==> src/hdl/zewd_pkg.sv <==
`timescale 1ns / 1ps

package zewd_pkg;

  localparam int LEN_W   = 28;
  localparam int COUNT_W = 20;
  localparam int HALF_W  = 16;
  localparam int KIND_W  = 3;

  localparam logic [KIND_W-1:0] KIND_HEADER = 3'd0;
  localparam logic [KIND_W-1:0] KIND_SIZE   = 3'd1;
  localparam logic [KIND_W-1:0] KIND_GOOD   = 3'd2;
  localparam logic [KIND_W-1:0] KIND_SKIP   = 3'd3;
  localparam logic [KIND_W-1:0] KIND_DATA   = 3'd4;
  localparam logic [KIND_W-1:0] KIND_ERROR  = 3'd5;

  localparam logic [1:0] CTRL_GOOD = 2'b11;
  localparam logic [1:0] CTRL_SKIP = 2'b01;

  localparam logic [LEN_W-1:0]   SIZE_OFFSET           = 28'd4;
  localparam logic [LEN_W-1:0]   MAX_EVENT_WORDS_RESET = 28'd100000;
  localparam logic [COUNT_W-1:0] PAIR_MAX              = 20'hFFFFF;

  typedef struct packed {
    logic [31:0] word;
    logic        buffer_start;
  } item_t;

  typedef struct packed {
    logic [KIND_W-1:0]  kind;
    logic [LEN_W-1:0]   word_in_event;
    logic [LEN_W-1:0]   event_length;
    logic [COUNT_W-1:0] run_words;
    logic [COUNT_W-1:0] pair_index;
    logic [HALF_W-1:0]  sample_early;
    logic [HALF_W-1:0]  sample_late;
    logic               end_of_event;
  } result_t;

  typedef struct packed {
    logic valid;
    logic ready;
  } hs_t;

endpackage

==> src/hdl/zewd_in_reg.sv <==
`timescale 1ns / 1ps

module zewd_in_reg
  import zewd_pkg::*;
(
  input  logic  clk,
  input  logic  rst,
  input  logic  item_valid,
  output logic  item_stall,
  input  item_t item,
  input  logic  down_ready,
  output logic  held_valid,
  output item_t held_item
);

  logic take;

  assign take       = !held_valid || down_ready;
  assign item_stall = !take;

  always_ff @(posedge clk) begin
    if (rst) begin
      held_valid <= 1'b0;
    end else if (take) begin
      held_valid <= item_valid;
    end
  end

  always_ff @(posedge clk) begin
    if (take && item_valid) begin
      held_item <= item;
    end
  end

endmodule

==> src/hdl/zewd_classify.sv <==
`timescale 1ns / 1ps

module zewd_classify
  import zewd_pkg::*;
(
  input  logic             clk,
  input  logic             rst,
  input  logic             take,
  input  item_t            item,
  input  logic [LEN_W-1:0] max_event_words,
  output result_t          result_next
);

  logic [LEN_W-1:0]   words_remaining;
  logic [LEN_W-1:0]   position_in_event;
  logic [LEN_W-1:0]   current_length;
  logic [COUNT_W-1:0] pair_counter;

  logic [LEN_W-1:0]   words_remaining_next;
  logic [LEN_W-1:0]   position_in_event_next;
  logic [LEN_W-1:0]   current_length_next;
  logic [COUNT_W-1:0] pair_counter_next;

  logic [LEN_W-1:0] len;
  logic [1:0]       ctrl;

  assign len  = item.word[LEN_W-1:0];
  assign ctrl = item.word[31:30];

  always_comb begin
    result_next            = '0;
    words_remaining_next   = words_remaining;
    position_in_event_next = position_in_event;
    current_length_next    = current_length;
    pair_counter_next      = pair_counter;

    if (item.buffer_start || words_remaining == '0) begin
      pair_counter_next          = '0;
      position_in_event_next     = '0;
      result_next.event_length   = len;
      result_next.word_in_event  = '0;
      if (len == '0 || len > max_event_words) begin
        result_next.kind         = KIND_ERROR;
        words_remaining_next     = '0;
        current_length_next      = '0;
        result_next.end_of_event = 1'b1;
      end else begin
        result_next.kind         = KIND_HEADER;
        current_length_next      = len;
        words_remaining_next     = len - 28'd1;
        result_next.end_of_event = (len == 28'd1);
      end
    end else begin
      position_in_event_next    = position_in_event + 28'd1;
      words_remaining_next      = words_remaining - 28'd1;
      result_next.word_in_event = position_in_event_next;
      result_next.event_length  = current_length;
      result_next.end_of_event  = (words_remaining_next == '0);
      if (position_in_event_next < SIZE_OFFSET) begin
        result_next.kind = KIND_HEADER;
      end else if (position_in_event_next == SIZE_OFFSET) begin
        result_next.kind = KIND_SIZE;
      end else if (ctrl == CTRL_GOOD) begin
        result_next.kind      = KIND_GOOD;
        result_next.run_words = item.word[COUNT_W-1:0];
        pair_counter_next     = 20'd1;
      end else if (ctrl == CTRL_SKIP) begin
        result_next.kind      = KIND_SKIP;
        result_next.run_words = item.word[COUNT_W-1:0];
      end else begin
        result_next.kind         = KIND_DATA;
        result_next.pair_index   = pair_counter;
        result_next.sample_early = item.word[HALF_W-1:0];
        result_next.sample_late  = item.word[31:HALF_W];
        if (pair_counter != PAIR_MAX) begin
          pair_counter_next = pair_counter + 20'd1;
        end
      end
    end
  end

  always_ff @(posedge clk) begin
    if (rst) begin
      words_remaining   <= '0;
      position_in_event <= '0;
      current_length    <= '0;
      pair_counter      <= '0;
    end else if (take) begin
      words_remaining   <= words_remaining_next;
      position_in_event <= position_in_event_next;
      current_length    <= current_length_next;
      pair_counter      <= pair_counter_next;
    end
  end

endmodule

==> src/hdl/zewd_out_reg.sv <==
`timescale 1ns / 1ps

module zewd_out_reg
  import zewd_pkg::*;
(
  input  logic    clk,
  input  logic    rst,
  input  hs_t     up,
  output logic    up_ready,
  input  result_t result_next,
  output logic    result_valid,
  input  logic    result_stall,
  output result_t result
);

  assign up_ready = !result_valid || !result_stall;

  always_ff @(posedge clk) begin
    if (rst) begin
      result_valid <= 1'b0;
    end else if (up_ready) begin
      result_valid <= up.valid;
    end
  end

  always_ff @(posedge clk) begin
    if (up_ready && up.valid) begin
      result <= result_next;
    end
  end

endmodule

==> src/hdl/zle_event_word_deframer_core.sv <==
`timescale 1ns / 1ps

// Deframer for zero-length-encoded digitizer readout that classifies one 32-bit
// word per clock and gives exactly one result request per word. A word goes
// from the input register through the classifier into the result register,
// and the block sustains one word per cycle while the result side does not
// stall. The event state advances as a word moves from the input register to
// the result register. The length limit is written through the configuration
// channel, which is always ready, and should only change while no request is
// in flight.

module zle_event_word_deframer_core
  import zewd_pkg::*;
(
  input  logic             clk,
  input  logic             rst,
  input  logic             item_valid,
  output logic             item_stall,
  input  item_t            item,
  output logic             result_valid,
  input  logic             result_stall,
  output result_t          result,
  input  logic             cfg_valid,
  output logic             cfg_ready,
  input  logic [LEN_W-1:0] cfg_data
);

  logic             held_valid;
  item_t            held_item;
  logic             up_ready;
  hs_t              up;
  result_t          result_next;
  logic [LEN_W-1:0] max_event_words;

  assign cfg_ready = 1'b1;
  assign up.valid  = held_valid;
  assign up.ready  = up_ready;

  always_ff @(posedge clk) begin
    if (rst) begin
      max_event_words <= MAX_EVENT_WORDS_RESET;
    end else if (cfg_valid && cfg_ready) begin
      max_event_words <= cfg_data;
    end
  end

  zewd_in_reg u_in_reg (
    .clk        (clk),
    .rst        (rst),
    .item_valid (item_valid),
    .item_stall (item_stall),
    .item       (item),
    .down_ready (up_ready),
    .held_valid (held_valid),
    .held_item  (held_item)
  );

  zewd_classify u_classify (
    .clk             (clk),
    .rst             (rst),
    .take            (up.valid && up.ready),
    .item            (held_item),
    .max_event_words (max_event_words),
    .result_next     (result_next)
  );

  zewd_out_reg u_out_reg (
    .clk          (clk),
    .rst          (rst),
    .up           (up),
    .up_ready     (up_ready),
    .result_next  (result_next),
    .result_valid (result_valid),
    .result_stall (result_stall),
    .result       (result)
  );

endmodule

==> config.mk <==
export PLATFORM = sky130hd
export DESIGN_NAME = zle_event_word_deframer_core
export DESIGN_NICKNAME = d
export VERILOG_FILES = /design/src/hdl/zewd_pkg.sv /design/src/hdl/zewd_in_reg.sv /design/src/hdl/zewd_classify.sv /design/src/hdl/zewd_out_reg.sv /design/src/hdl/zle_event_word_deframer_core.sv
export SDC_FILE = /design/constraint.sdc
export NUM_CORES = 1
export LEC_CHECK = 0
export BUFFER_PORTS_ARGS = -buffer_cell sky130_fd_sc_hd__buf_4
export CORE_MARGIN = 2
export CORE_UTILIZATION = 40
export CTS_CLUSTER_DIAMETER = 60
export DETAILED_ROUTE_END_ITERATION = 10
export GPL_ROUTABILITY_DRIVEN = 0
export PLACE_DENSITY_LB_ADDON = 0.1
export SLEW_MARGIN = 20
export SYNTH_ARGS = -nofsm -noshare
export SYNTH_HDL_FRONTEND = slang
export SYNTH_SLANG_ARGS = --single-unit
==> constraint.sdc <==
create_clock -name clk -period 14.86 [get_ports clk]
set_input_delay 0 -clock clk [delete_from_list [all_inputs] [get_ports clk]]
set_output_delay 0 -clock clk [all_outputs]
set_load 0.01 [all_outputs]
# Word-level counts from Yosys, hierarchy flattened
# Index checks and enable logic that the tools add are counted.
totals:
  ff_bits: 299
  latchBits: 0
  ram_bits: 0
  romBits: 0
  in_bits: 66
  output_inout_bits: 135
  wordCells: 69
  memories: 0
op_classes:
  n_addsub: 4
  mul: 0
  n_div: 0
  order_cmp: 2
  eq_ne: 8
  n_shift: 0
  n_mux: 20
  bitwise: 0
  n_reduce_logical: 18
ops:
  columns: ["operator", "count"]
  rows:
  - ["20-bit two-way mux", 8]
  - ["28-bit two-way mux", 4]
  - ["28-bit zero test", 3]
  - ["59-bit two-way mux", 1]
  - ["28-bit by 1-bit subtractor with 28-bit output (second input constant)", 2]
  - ["28-bit by 1-bit adder with 28-bit output (second input constant)", 1]
  - ["28-bit by 1-bit == test with 1-bit output (second input constant)", 1]
  - ["28-bit by 3-bit == test with 1-bit output (second input constant)", 1]
  - ["28-bit greater-than comparator", 1]
  - ["28-bit by 3-bit < comparator with 1-bit output (second input constant)", 1]
  - ["20-bit by 1-bit adder with 20-bit output (second input constant)", 1]
  - ["20-bit != test (second input constant)", 1]
  - ["3-bit two-way mux", 5]
  - ["5-bit AND reduction", 1]
  - ["5-bit OR reduction", 1]
  - ["1-bit zero test", 4]
  - ["1-bit logical OR", 4]
  - ["2-bit by 1-bit != test with 1-bit output (second input constant)", 2]
  - ["3-bit by 1-bit != test with 1-bit output (second input constant)", 1]
  - ["3-bit nonzero test", 1]
  - ["3-bit OR reduction", 1]
  - ["2-bit by 1-bit == test with 1-bit output (second input constant)", 1]
  - ["2-bit == test (second input constant)", 1]
  - ["1-bit logical AND", 2]
  - ["other kinds (2)", 3]

# Logic depth before layout (Yosys ltp)
# Gate-level depths: netlist of run 1.
logic_depth:
  depth_word: 7
  ltp_mapped: 14
  ltp_nobuf: 11

# Hierarchy
# From an unflattened synthesis of run 1, not the netlist that was laid out.
unflattened:
  cells_unflattened: 1455
  area_unflattened_um2: 14357.5
by_module_without_submodules:
  columns: ["module", "instances", "cells_per_inst", "area_per_inst_um2", "seq_area_each_um2"]
  rows:
  - ["zewd_classify", 1, 1188, 8269.2, 2082.0]
  - ["zewd_out_reg", 1, 137, 4002.6, 3983.8]
  - ["zle_event_word_deframer_core", 1, 93, 1044.8, 560.5]
  - ["zewd_in_reg", 1, 37, 1041.0, 1011.0]

# Worst setup path after synthesis of run 1
# Ideal clock, no wire load.
synth_path:
  path_type: "reg2reg"
  from: "register u_out_reg.result_valid"
  to: "register u_out_reg.result[0] (netlist name)"
  setup_ns: 0.547
  arrival_time_ns: 4.465
  required_time_ns: 14.313
  setup_slack_ns: 9.847
  path_stages_with_launch: 5
  n_path_buf: 1
  period_less_slack_ns: 5.013
  cell_sequence: "dfxtp_1 nand2_1 nand2_1 clkinv_1 clkbuf_1"
synth_via:
  elab_chain_len: 3
synth_rtl:
  columns: ["element", "line", "source"]
  rows:
  - ["from (decl)", "zewd_out_reg.sv:11", "output logic result_valid,"]
  - ["from (signal assigned)", "zewd_out_reg.sv:22", "result_valid <= up.valid;"]
  - ["1-bit zero test", "zewd_out_reg.sv:16", "assign up_ready = !result_valid || !result_stall;"]
  - ["1-bit logical OR", "zewd_out_reg.sv:16", null]
  - ["1-bit logical AND", null, null]
  - ["named net u_classify.take", "zewd_classify.sv:8", "input logic take,"]
# The timed path passes the listed nets, and every way through them passes these cells.
# A chain may end at the register's enable or synchronous reset.

# Worst setup path after layout of run 1
layout_path:
  from: "register u_classify.position_in_event[0]"
  to: "register u_classify.pair_counter[12]"
layout_via:
  elab_chain_len: 4
  word_cells_on_any_way: 6
  classes_between: "1 x add/sub; 1 x order compare; 3 x eq/ne; 1 x reduce/logical"
layout_rtl:
  columns: ["element", "line", "source"]
  rows:
  - ["from (decl)", "zewd_classify.sv:15", "logic [LEN_W-1:0] position_in_event;"]
  - ["from (signal assigned)", "zewd_classify.sv:90", "position_in_event <= position_in_event_next;"]
  - ["28-bit by 1-bit adder with 28-bit output (*)", "zewd_classify.sv:54", "position_in_event_next = position_in_event + 28'd1;"]
  - ["28-bit by 3-bit < comparator with 1-bit output or 28-bit by 3-bit == test with 1-bit output (tied branches)", "zewd_classify.sv:59, zewd_classify.sv:61", null]
  - ["2-bit by 1-bit != test with 1-bit output (no line)", null, null]
  - ["5-bit AND reduction (no line) (*)", null, null]
  - ["to (signal assigned)", "zewd_classify.sv:92", "pair_counter <= pair_counter_next;"]
  - ["to (decl)", "zewd_classify.sv:17", "logic [COUNT_W-1:0] pair_counter;"]
# Mark *: on every way between the ends. The rest lies on a longest branch, timed or not.

==> results of run 1 <==
## power by group through the flow
| stage | Sequential [mW] | Clock [mW] | Combinational, mW |
|---|---|---|---|
| after global routing | 0.943 | 0.927 | 0.262 |
| after floorplan | 0.955 | 0 | 0.134 |
| after global placement | 0.956 | 0 | 0.221 |
| after detailed placement | 0.956 | 0 | 0.223 |
| final | 0.939 | 0.867 | 0.237 |
| after CTS | 0.939 | 0.891 | 0.239 |
## worst register-to-register path, stage by stage, from the launching register on
cell	delay [ps]
dfxtp_1	440
ha_1	240
nand3_1	270
nor2_1	610
and3_1	320
nand3_1	90
a211oi_1	470
nand4_2	300
a21boi_1	900
o21ai_0	230
o31ai_1	110
## per-stage QoR
| stage | utilization | worst slack (ps) | hold WS (ps) | area (µm²) | total power, mW |
|---|---|---|---|---|---|
| final | 0.511 | 10800 | 27.8 | 17600 | 2.04 |
| after global routing | 0.511 | 10360 | 34.8 | 17600 | 2.13 |
| after CTS | 0.511 | 10790 | 3.40 | 17600 | 2.07 |
| after detailed placement | 0.458 | 10820 | 179 | 15800 | 1.18 |
| after global placement | 0.458 | 10950 | 179 | 15800 | 1.18 |
| after floorplan | - | 9850 | 98.9 | 14000 | 1.09 |
## cell families (layout without fill, tap and decap cells)
logic type	Yosys count	in the layout	share of synthesized area
AOI/OAI and AO/OA	268	268	0.120
xor gates and xnor gates	75	75	0.0470
adders and majority gates	37	37	0.0331
buffers and inverters	133	384	0.0396
DFF	299	299	0.546
muxes	23	23	0.0165
other	2	2	0.000537
and+or+nand+nor	561	561	0.197
## layer usage
layer  vias up  GRT usage  routed length [µm]
met5         -          0                   0
met1      5308      0.285               17600
met2       281      0.317               16500
met3        52     0.0316                1870
met4         0     0.0507                 698
li1       5413          -                   -
## Yosys cell counts (15+ instances only)
cell type | n | area [µm²]
clkbuf_1 | 64 | 240
nand3_1 | 26 | 130
dfxtp_1 | 134 | 2680
a22o_1 | 29 | 254
xor2_1 | 34 | 298
and3_1 | 24 | 150
ha_1 | 37 | 463
mux2i_1 | 23 | 230
nand2_1 | 183 | 687
o21ai_0 | 78 | 390
a21oi_1 | 73 | 365
nor2_1 | 117 | 439
and2_1 | 76 | 475
nor3_1 | 42 | 210
inv_1 | 39 | 146
nor4_1 | 19 | 119
buf_2 | 15 | 75.1
xnor2_1 | 41 | 359
edfxtp_1 | 165 | 4950
## cell usage in the layout, fill, tap and decap left out, types with 4 or more instances in the layout
cell	synthesis	layout
o21ai_0	78	78
mux2i_1	23	23
o211ai_1	8	8
a22oi_1	6	6
xnor2_1	41	41
a22o_1	29	29
o31ai_1	5	5
a31oi_1	9	9
nor2_1	117	115
dfxtp_1	134	134
a21oi_1	73	73
nand2b_1	14	14
and3_1	24	24
a221oi_1	4	4
clkbuf_1	64	14
clkbuf_16	0	38
inv_1	39	39
nand3_1	26	26
a21o_1	6	6
or3_1	13	13
and2_1	76	76
nand2_1	183	183
a211oi_1	7	7
o22ai_1	14	14
nor4_1	19	19
and4_1	4	4
nand4_1	13	13
dlygate4sd3_1	0	67
ha_1	37	37
nor3_1	42	42
or4_1	6	6
xor2_1	34	34
buf_4	1	212
edfxtp_1	165	165
## sequential cells by signal (all words and copies together) (netlist names)
signal / flops
u_in_reg.held_valid: 1
max_event_words: 28
u_classify.current_length: 28
u_classify.pair_counter: 20
u_classify.words_remaining: 28
u_out_reg.result_valid: 1
u_out_reg.result: 132
u_classify.position_in_event: 28
u_in_reg.held_item: 33
## final timing paths
kind | from | to | slack [ps] | depth (start not counted)
hold reg to reg | u_classify.current_length[0] | u_classify.current_length[0] | 470 | 2
hold / removal | cfg_valid | max_event_words[16] | 30 | 3
setup / recovery | u_classify.position_in_event[0] | u_classify.pair_counter[12] | 10800 | 10
setup reg to reg | u_classify.position_in_event[0] | u_classify.pair_counter[12] | 10800 | 10
## final cells by class
class,instances,share of cell area
clock buffer,53,0.0578
multi-input combinational,966,0.331
inverter,40,0.00881
clock inverter,12,0.00838
tap,455,0.0323
sequential,299,0.434
timing repair buffer,279,0.128
==> metrics.cfg, run 1 <==
[run_status]
status=complete, no violations

[floorplan]
core_area_mm2=0.0345
die_area_mm2=0.0365
start_util=0.406
floorplan.die.width_um=191
chipHeight_um=191
boundaryPins=201
rows=68

[timing]
setup_viol=0
tns_ps=0
worst_pin_slew_ps=1090
clock.fmax_ghz=0.246
fin_skew_ps=14.1
relSlewSlack=0.275
rsz0062_at_grt=false
timing.final.crit_share=0.273
hold_violations=0
slew_violations=0
fin_crit_ps=4060

[critical_path]
worstPathMaxFanout=15
required_ps=15290
crit_family=compound AO/OA/AOI/OAI gates
critPathKind=reg2reg
cpPeakStageDelay_ps=900
path_cells=ha_1 > nand3_1 > nor2_1 > and3_1 > nand3_1 > a211oi_1 > nand4_2 > a21boi_1 > o21ai_0 > o31ai_1
crit_buf_inv=0
crit_top_cell=nand3_1
arrival_ps=4500
slowest_stage=a21boi_1
start_kind=register
end_kind=register

[placed_design]
dp_hpwl_mm=23.9
io_buffers=199
place_inst=1972

[finish]
multi_input_area_mm2=0.00582
drive_above_1_share=0.170
final_cells=2104
diodes=0
area_growth_pct=26.0
final_nets=1725
seqCellArea_mm2=0.00764
fillCellCount=3160

[logic_synthesis]
synth_nets=1501
synth_cell_types=72
ys.flop_type=edfxtp_1
synth.avg_cell_area_um2=10.0
syn-cell-area_mm2=0.0140
synth_edf_count=165
ys_seq_area_frac=0.546
synthArstFlopShare=0
syn_inst=1398
ys_seq_elements=299
yosysWarnings=0

[cts]
clk_path_buf_depth=3
cts_tree=done
hold_buffers=67
cts_buffers=36
postCtsSetupBuffers=0
clk_latency_ps=530
cts.sinks=299
htreeDepth=2
clk_pin_slew_worst_paths_ps=60
cts_resized=0
clock_tree.root_cell=clkbuf_16

[power]
vdd_drop_max_mv=0.0699
switching_power_uw=507
seqPwrFrac=0.460
combinationalPowerShare=0.116
switching_share=0.248
p_int_mw=1.54
powerDensity_mw_per_mm2=116
p_leak_nw=6.85
clockPowerShare=0.424

[route]
drt-total-wl_mm=36.6
detail_route.iter0.violations=670
vias_per_cell=5.25
detail_route.wl_per_cell_um=17.4
drc=0
drtPass1Iterations=6
num_vias=11100
ant_nets=0

[global_route]
grt_start_max_net_pins=90
grt_pass1_wl_mm=57.8
antenna_found_initial=0
global_route.usage.total=0.200
overflow=0
grt_pass1_vias=10500

[job]
cap_viol_max_count=0

[min_path]
hold_class=in2reg

Power figures use the tool's default switching activity.
==> run 2: changes to the inputs <==
==> constraint.sdc (replaced) <==
create_clock -name clk -period 3.6 [get_ports clk]
set_input_delay 0 -clock clk [delete_from_list [all_inputs] [get_ports clk]]
set_output_delay 0 -clock clk [all_outputs]
set_load 0.01 [all_outputs]
==> run 2 against run 1 <==
  * Utilization grew 0.77 points
  * Flip-flop and latch count is the same
  * Clock skew grew 1.9 ps
  * Clock power grew to 3.9 times the previous value
  * Worst setup slack lost 11000 ps
  * Largest cell class unchanged
==> metrics.cfg, run 2 (same netlist as run 1, synthesis figures left out) <==
[power]
powerDensity_mw_per_mm2=462
clockPowerShare=0.407
finalPower_mw=8.26
p_int_mw=6.14
p_leak_nw=7.02
vdd_drop_max_mv=0.325
seqPwrFrac=0.467
combinationalPowerShare=0.126
switching_power_mw=2.12
switching_share=0.257

[finish]
fillCellCount=3137
area_growth_pct=27.9
largest_register_ffs=132
reg_top3=u_out_reg.result x132, u_in_reg.held_item x33
layout_commonest_cell=buf_4
final_nets=1765
diodes=0
layout_common_cells=buf_4, nand2_1, edfxtp_1, dfxtp_1, nor2_1
final_util=0.519
drive_above_1_share=0.185
top_register=u_out_reg.result

[timing]
clock.fmax_ghz=0.298
fin_crit_ps=3350
timing.final.crit_share=0.931
rsz0062_at_grt=false
tns_ps=0
setup_viol=0
fin_skew_ps=16.0
hold_violations=0
worst_pin_slew_ps=692
relSlewSlack=0.534
slew_violations=0

[cts]
clk_path_buf_depth=3
cts.sinks=299
cts_buffers=35
htreeDepth=2
clk_pin_slew_worst_paths_ps=60
cts_tree=done
clk_latency_ps=530
clock_tree.root_cell=clkbuf_16

[global_route]
grt_start_max_net_pins=58
use_met3=0.0279
grt_pass1_vias=10500
antenna_found_initial=0
use_met1=0.288
grt_pass1_wl_mm=58.7
met2_usage=0.330
grt.busiest_layer=met2
overflow=0
global_route.usage.total=0.204

[route]
drt-total-wl_mm=37.6
vias_per_cell=5.19
num_vias=11100
ant_nets=0
detail_route.wl_per_cell_um=17.6
drc=0
drtPass1Iterations=5
detail_route.iter0.violations=717

[floorplan]
boundaryPins=201
rows=68
floorplan.die.width_um=191
die_area_mm2=0.0365
core_area_mm2=0.0345
start_util=0.406
chipHeight_um=191

[job]
cap_viol_max_count=0

[critical_path]
rr_worst_depth=12
required_ps=3870
end_kind=register
arrival_ps=3620
crit_start=u_classify.position_in_event[0]
critPathKind=reg2reg
worstPathMaxFanout=39
start_kind=register
r2r-start=u_classify.position_in_event[0]

[min_path]
holdPathStages=2
hold_class=in2reg
hp-start=cfg_valid

[placed_design]
dp_hpwl_mm=25.3
io_buffers=199

[run_status]
status=complete, no violations

## run 2: critical path: stages, from the launching register on
cell and delay, ps:
dfxtp_1 370, ha_1 260, nand3_1 260, nor2_1 70, buf_4 180, and3_1 220, or3_1 310, a211oi_1 440
nand4_2 200, nand2_2 260, nor2_4 120, buf_12 210, and2_1 180
## run 2: final timing paths
path | to | slack [ps]
setup / recovery | u_out_reg.result[48] | 250
hold / removal | max_event_words[15] | 30
setup reg to reg | u_out_reg.result[48] | 250
hold reg to reg | u_classify.current_length[0] | 460
## run 2: metal layers
layer | wire length, µm | share of wire
met1 | 17700 | 0.47
met2 | 17300 | 0.46
met3 | 1780 | 0.047
met4 | 877 | 0.023
met5 | 0 | 0
## run 2: cell type report
type,count,area (µm²),share of cell area
clock buffers,47,952,0.0533
clock inverters,17,134,0.00749
inverters,40,155,0.00868
multi-input cells,966,5820,0.326
flip-flops and latches,299,7640,0.427
well taps,455,569,0.0318
repair buffers,320,2610,0.146
## run 2: power by group through the flow
stage	Sequential, mW	Clock (mW)	Combinational (mW)
after floorplan	3.93	0	0.554
after global placement	3.93	0	0.965
after detailed placement	3.93	0	0.975
after CTS	3.86	3.45	1.05
after global routing	3.87	3.59	1.15
final	3.86	3.36	1.04
## run 2: repair_timing
item                      CTS  global route
hold buffers               77             0
hold endpoints to repair   91             0
setup buffers               0             0
resized for setup           0             0
## run 2: metrics by stage
stage	worst slack [ps]	std cells	hold WS [ps]	area, µm²
global placement	356	2003	178	16000
global route	18.8	2144	33.2	17900
detailed placement	263	2003	179	16000
floorplan	544	1398	98.9	14000
finish	249	2144	30.3	17900
CTS	246	2144	4.14	17900
==> run 3: changes to the inputs <==
--- a/config.mk
+++ b/config.mk
@@ -6,6 +6,8 @@
 export NUM_CORES = 1
 export LEC_CHECK = 0
 export BUFFER_PORTS_ARGS = -buffer_cell sky130_fd_sc_hd__buf_4
+export CELL_PAD_IN_SITES_DETAIL_PLACEMENT = 0
+export CELL_PAD_IN_SITES_GLOBAL_PLACEMENT = 1
 export CORE_MARGIN = 2
 export CORE_UTILIZATION = 40
 export CTS_CLUSTER_DIAMETER = 60
==> constraint.sdc (replaced) <==
create_clock -name clk -period 3.6 [get_ports clk]
set_input_delay 0.54 -clock clk [delete_from_list [all_inputs] [get_ports clk]]
set_output_delay 0.54 -clock clk [all_outputs]
set_load 0.01 [all_outputs]
==> run 3 against run 2 <==
  * Sequential share of layout area is 1.5 points higher
  * Power up 1.7%
  * Critical path type unchanged
  * Cell count down 3.2%
  * Hold slack better by 150 ps
  * Clock skew up 7.1 ps
  * Flip-flop and latch count stayed put
  * Largest cell class unchanged
  * Combinational power shrank 5%
  * Maximum frequency grew 0.95%
  * Largest power group unchanged
  * Utilization decreased by 1.8 points
  * Cell area shrank 3.4%
  * Via count shrank 2.2%
==> metrics.cfg, run 3 (same netlist as run 1, synthesis figures left out) <==
[finish]
drive_above_1_share=0.202
design_area_mm2=0.0173
layout_common_cells=buf_4, nand2_1, edfxtp_1, dfxtp_1, nor2_1
reg_top3=u_out_reg.result x132, u_in_reg.held_item x33
final_nets=1696
diodes=0
layout_commonest_cell=buf_4
top_register=u_out_reg.result
area_growth_pct=23.6
largest_register_ffs=132

[cts]
htreeDepth=2
clk_path_buf_depth=3
clock_tree.root_cell=clkbuf_16
clk_latency_ps=530
cts.sinks=299
cts_buffers=35
clk_pin_slew_worst_paths_ps=60
cts_tree=done
hold_buffers=0

[power]
clockPowerShare=0.423
p_leak_nw=6.78
powerDensity_mw_per_mm2=487
vdd_drop_max_mv=0.431
switching_power_mw=2.14
switching_share=0.255
combinationalPowerShare=0.117
finalPower_mw=8.41
seqPwrFrac=0.460
p_int_mw=6.27

[floorplan]
rows=68
core_area_mm2=0.0345
start_util=0.406
floorplan.die.width_um=191
chipHeight_um=191
boundaryPins=201
die_area_mm2=0.0365

[critical_path]
slowest_stage=dfxtp_1
crit_buf_inv=1
crit_family=simple AND/OR/NAND/NOR gates
cpPeakStageDelay_ps=460
critPathKind=reg2reg
start_kind=register
arrival_ps=3600
required_ps=3880
worstPathMaxFanout=48
end_kind=register
path_cells=and4_1 > nand3_1 > a211oi_1 > o2111ai_1 > nor4_4 > nand4_2 > nand2_2 > nor2_2 > buf_12 > and2_1

[route]
detail_route.iter0.violations=595
detail_route.wl_per_cell_um=18.6
num_vias=10900
ant_nets=0
vias_per_cell=5.24
drtPass1Iterations=5
drt-total-wl_mm=38.5
drc=0

[global_route]
grt_pass1_wl_mm=59.9
grt_start_max_net_pins=58
overflow=0
antenna_found_initial=0
global_route.usage.total=0.210
grt_pass1_vias=10600

[timing]
fin_skew_ps=23.1
clock.fmax_ghz=0.301
tns_ps=0
relSlewSlack=0.577
timing.final.crit_share=0.922
hold_violations=0
setup_viol=0
fin_crit_ps=3320
slew_violations=0
rsz0062_at_grt=false
worst_pin_slew_ps=625

[run_status]
status=complete, no violations

[min_path]
hold_class=in2reg

[job]
cap_viol_max_count=0

[placed_design]
dpl_cell_area_mm2=0.0161
dp_hpwl_mm=26.9
io_buffers=199

==> run 3: cell count changes in the layout (fill, tap and decap cells not counted), sizes merged <==
cell / delta
buf: +8
bufinv: +2
inv: +1
dlygate4sd3: -77
clkbuf: -1
clkinv: -2
==> run 3: stage by stage <==
stage	setup WS (ps)	utilization	cells	hold WS [ps]
detailed placement	221	0.467	2011	442
global placement	350	0.467	2011	436
finish	280	0.501	2075	183
global route	51.9	0.501	2075	162
floorplan	465	-	1398	425
CTS	209	0.501	2075	168
==> run 3: final timing paths <==
| check | endpoint | slack [ps] | cells past startpoint | from |
|---|---|---|---|---|
| setup / recovery | u_out_reg.result[6] | 280 | 10 | u_classify.position_in_event[0] |
| hold / removal | u_in_reg.held_item[17] | 180 | 1 | item[17] |
| setup reg to reg | u_out_reg.result[6] | 280 | 10 | u_classify.position_in_event[0] |
| hold reg to reg | u_classify.current_length[0] | 450 | 2 | u_classify.current_length[0] |
==> run 3: what timing repair did <==
item / CTS / global route
gates resized for setup: 0 / 2
setup buffers: 0 / 0
setup endpoints to repair: 0 / 66
==> run 3: routing by layer <==
| metal | up-vias | routed length (µm) | track usage |
|---|---|---|---|
| met4 | 0 | 928 | 0.0593 |
| met1 | 5161 | 16500 | 0.269 |
| met2 | 315 | 18800 | 0.360 |
| li1 | 5356 | - | - |
| met3 | 49 | 2300 | 0.0413 |
| met5 | - | 0 | 0 |
==> run 3: power groups by stage <==
stage	registers, mW	logic (mW)	clock network [mW]
2_1_floorplan	3.93	0.554	0
3_3_place_gp	3.94	0.979	0
3_5_place_dp	3.94	0.987	0
4_1_cts	3.87	0.991	3.64
5_1_grt	3.88	1.09	3.78
6_report	3.87	0.985	3.55
==> run 3: final cells by class <==
type                       instances  area (µm²)
clock inverter                    18         214
sequential                       299        7640
clock buffer                      46         957
inverter                          40         155
fill                            3202       17200
multi-input combinational        966        5830
tap                              455         569
timing repair buffer             251        1910
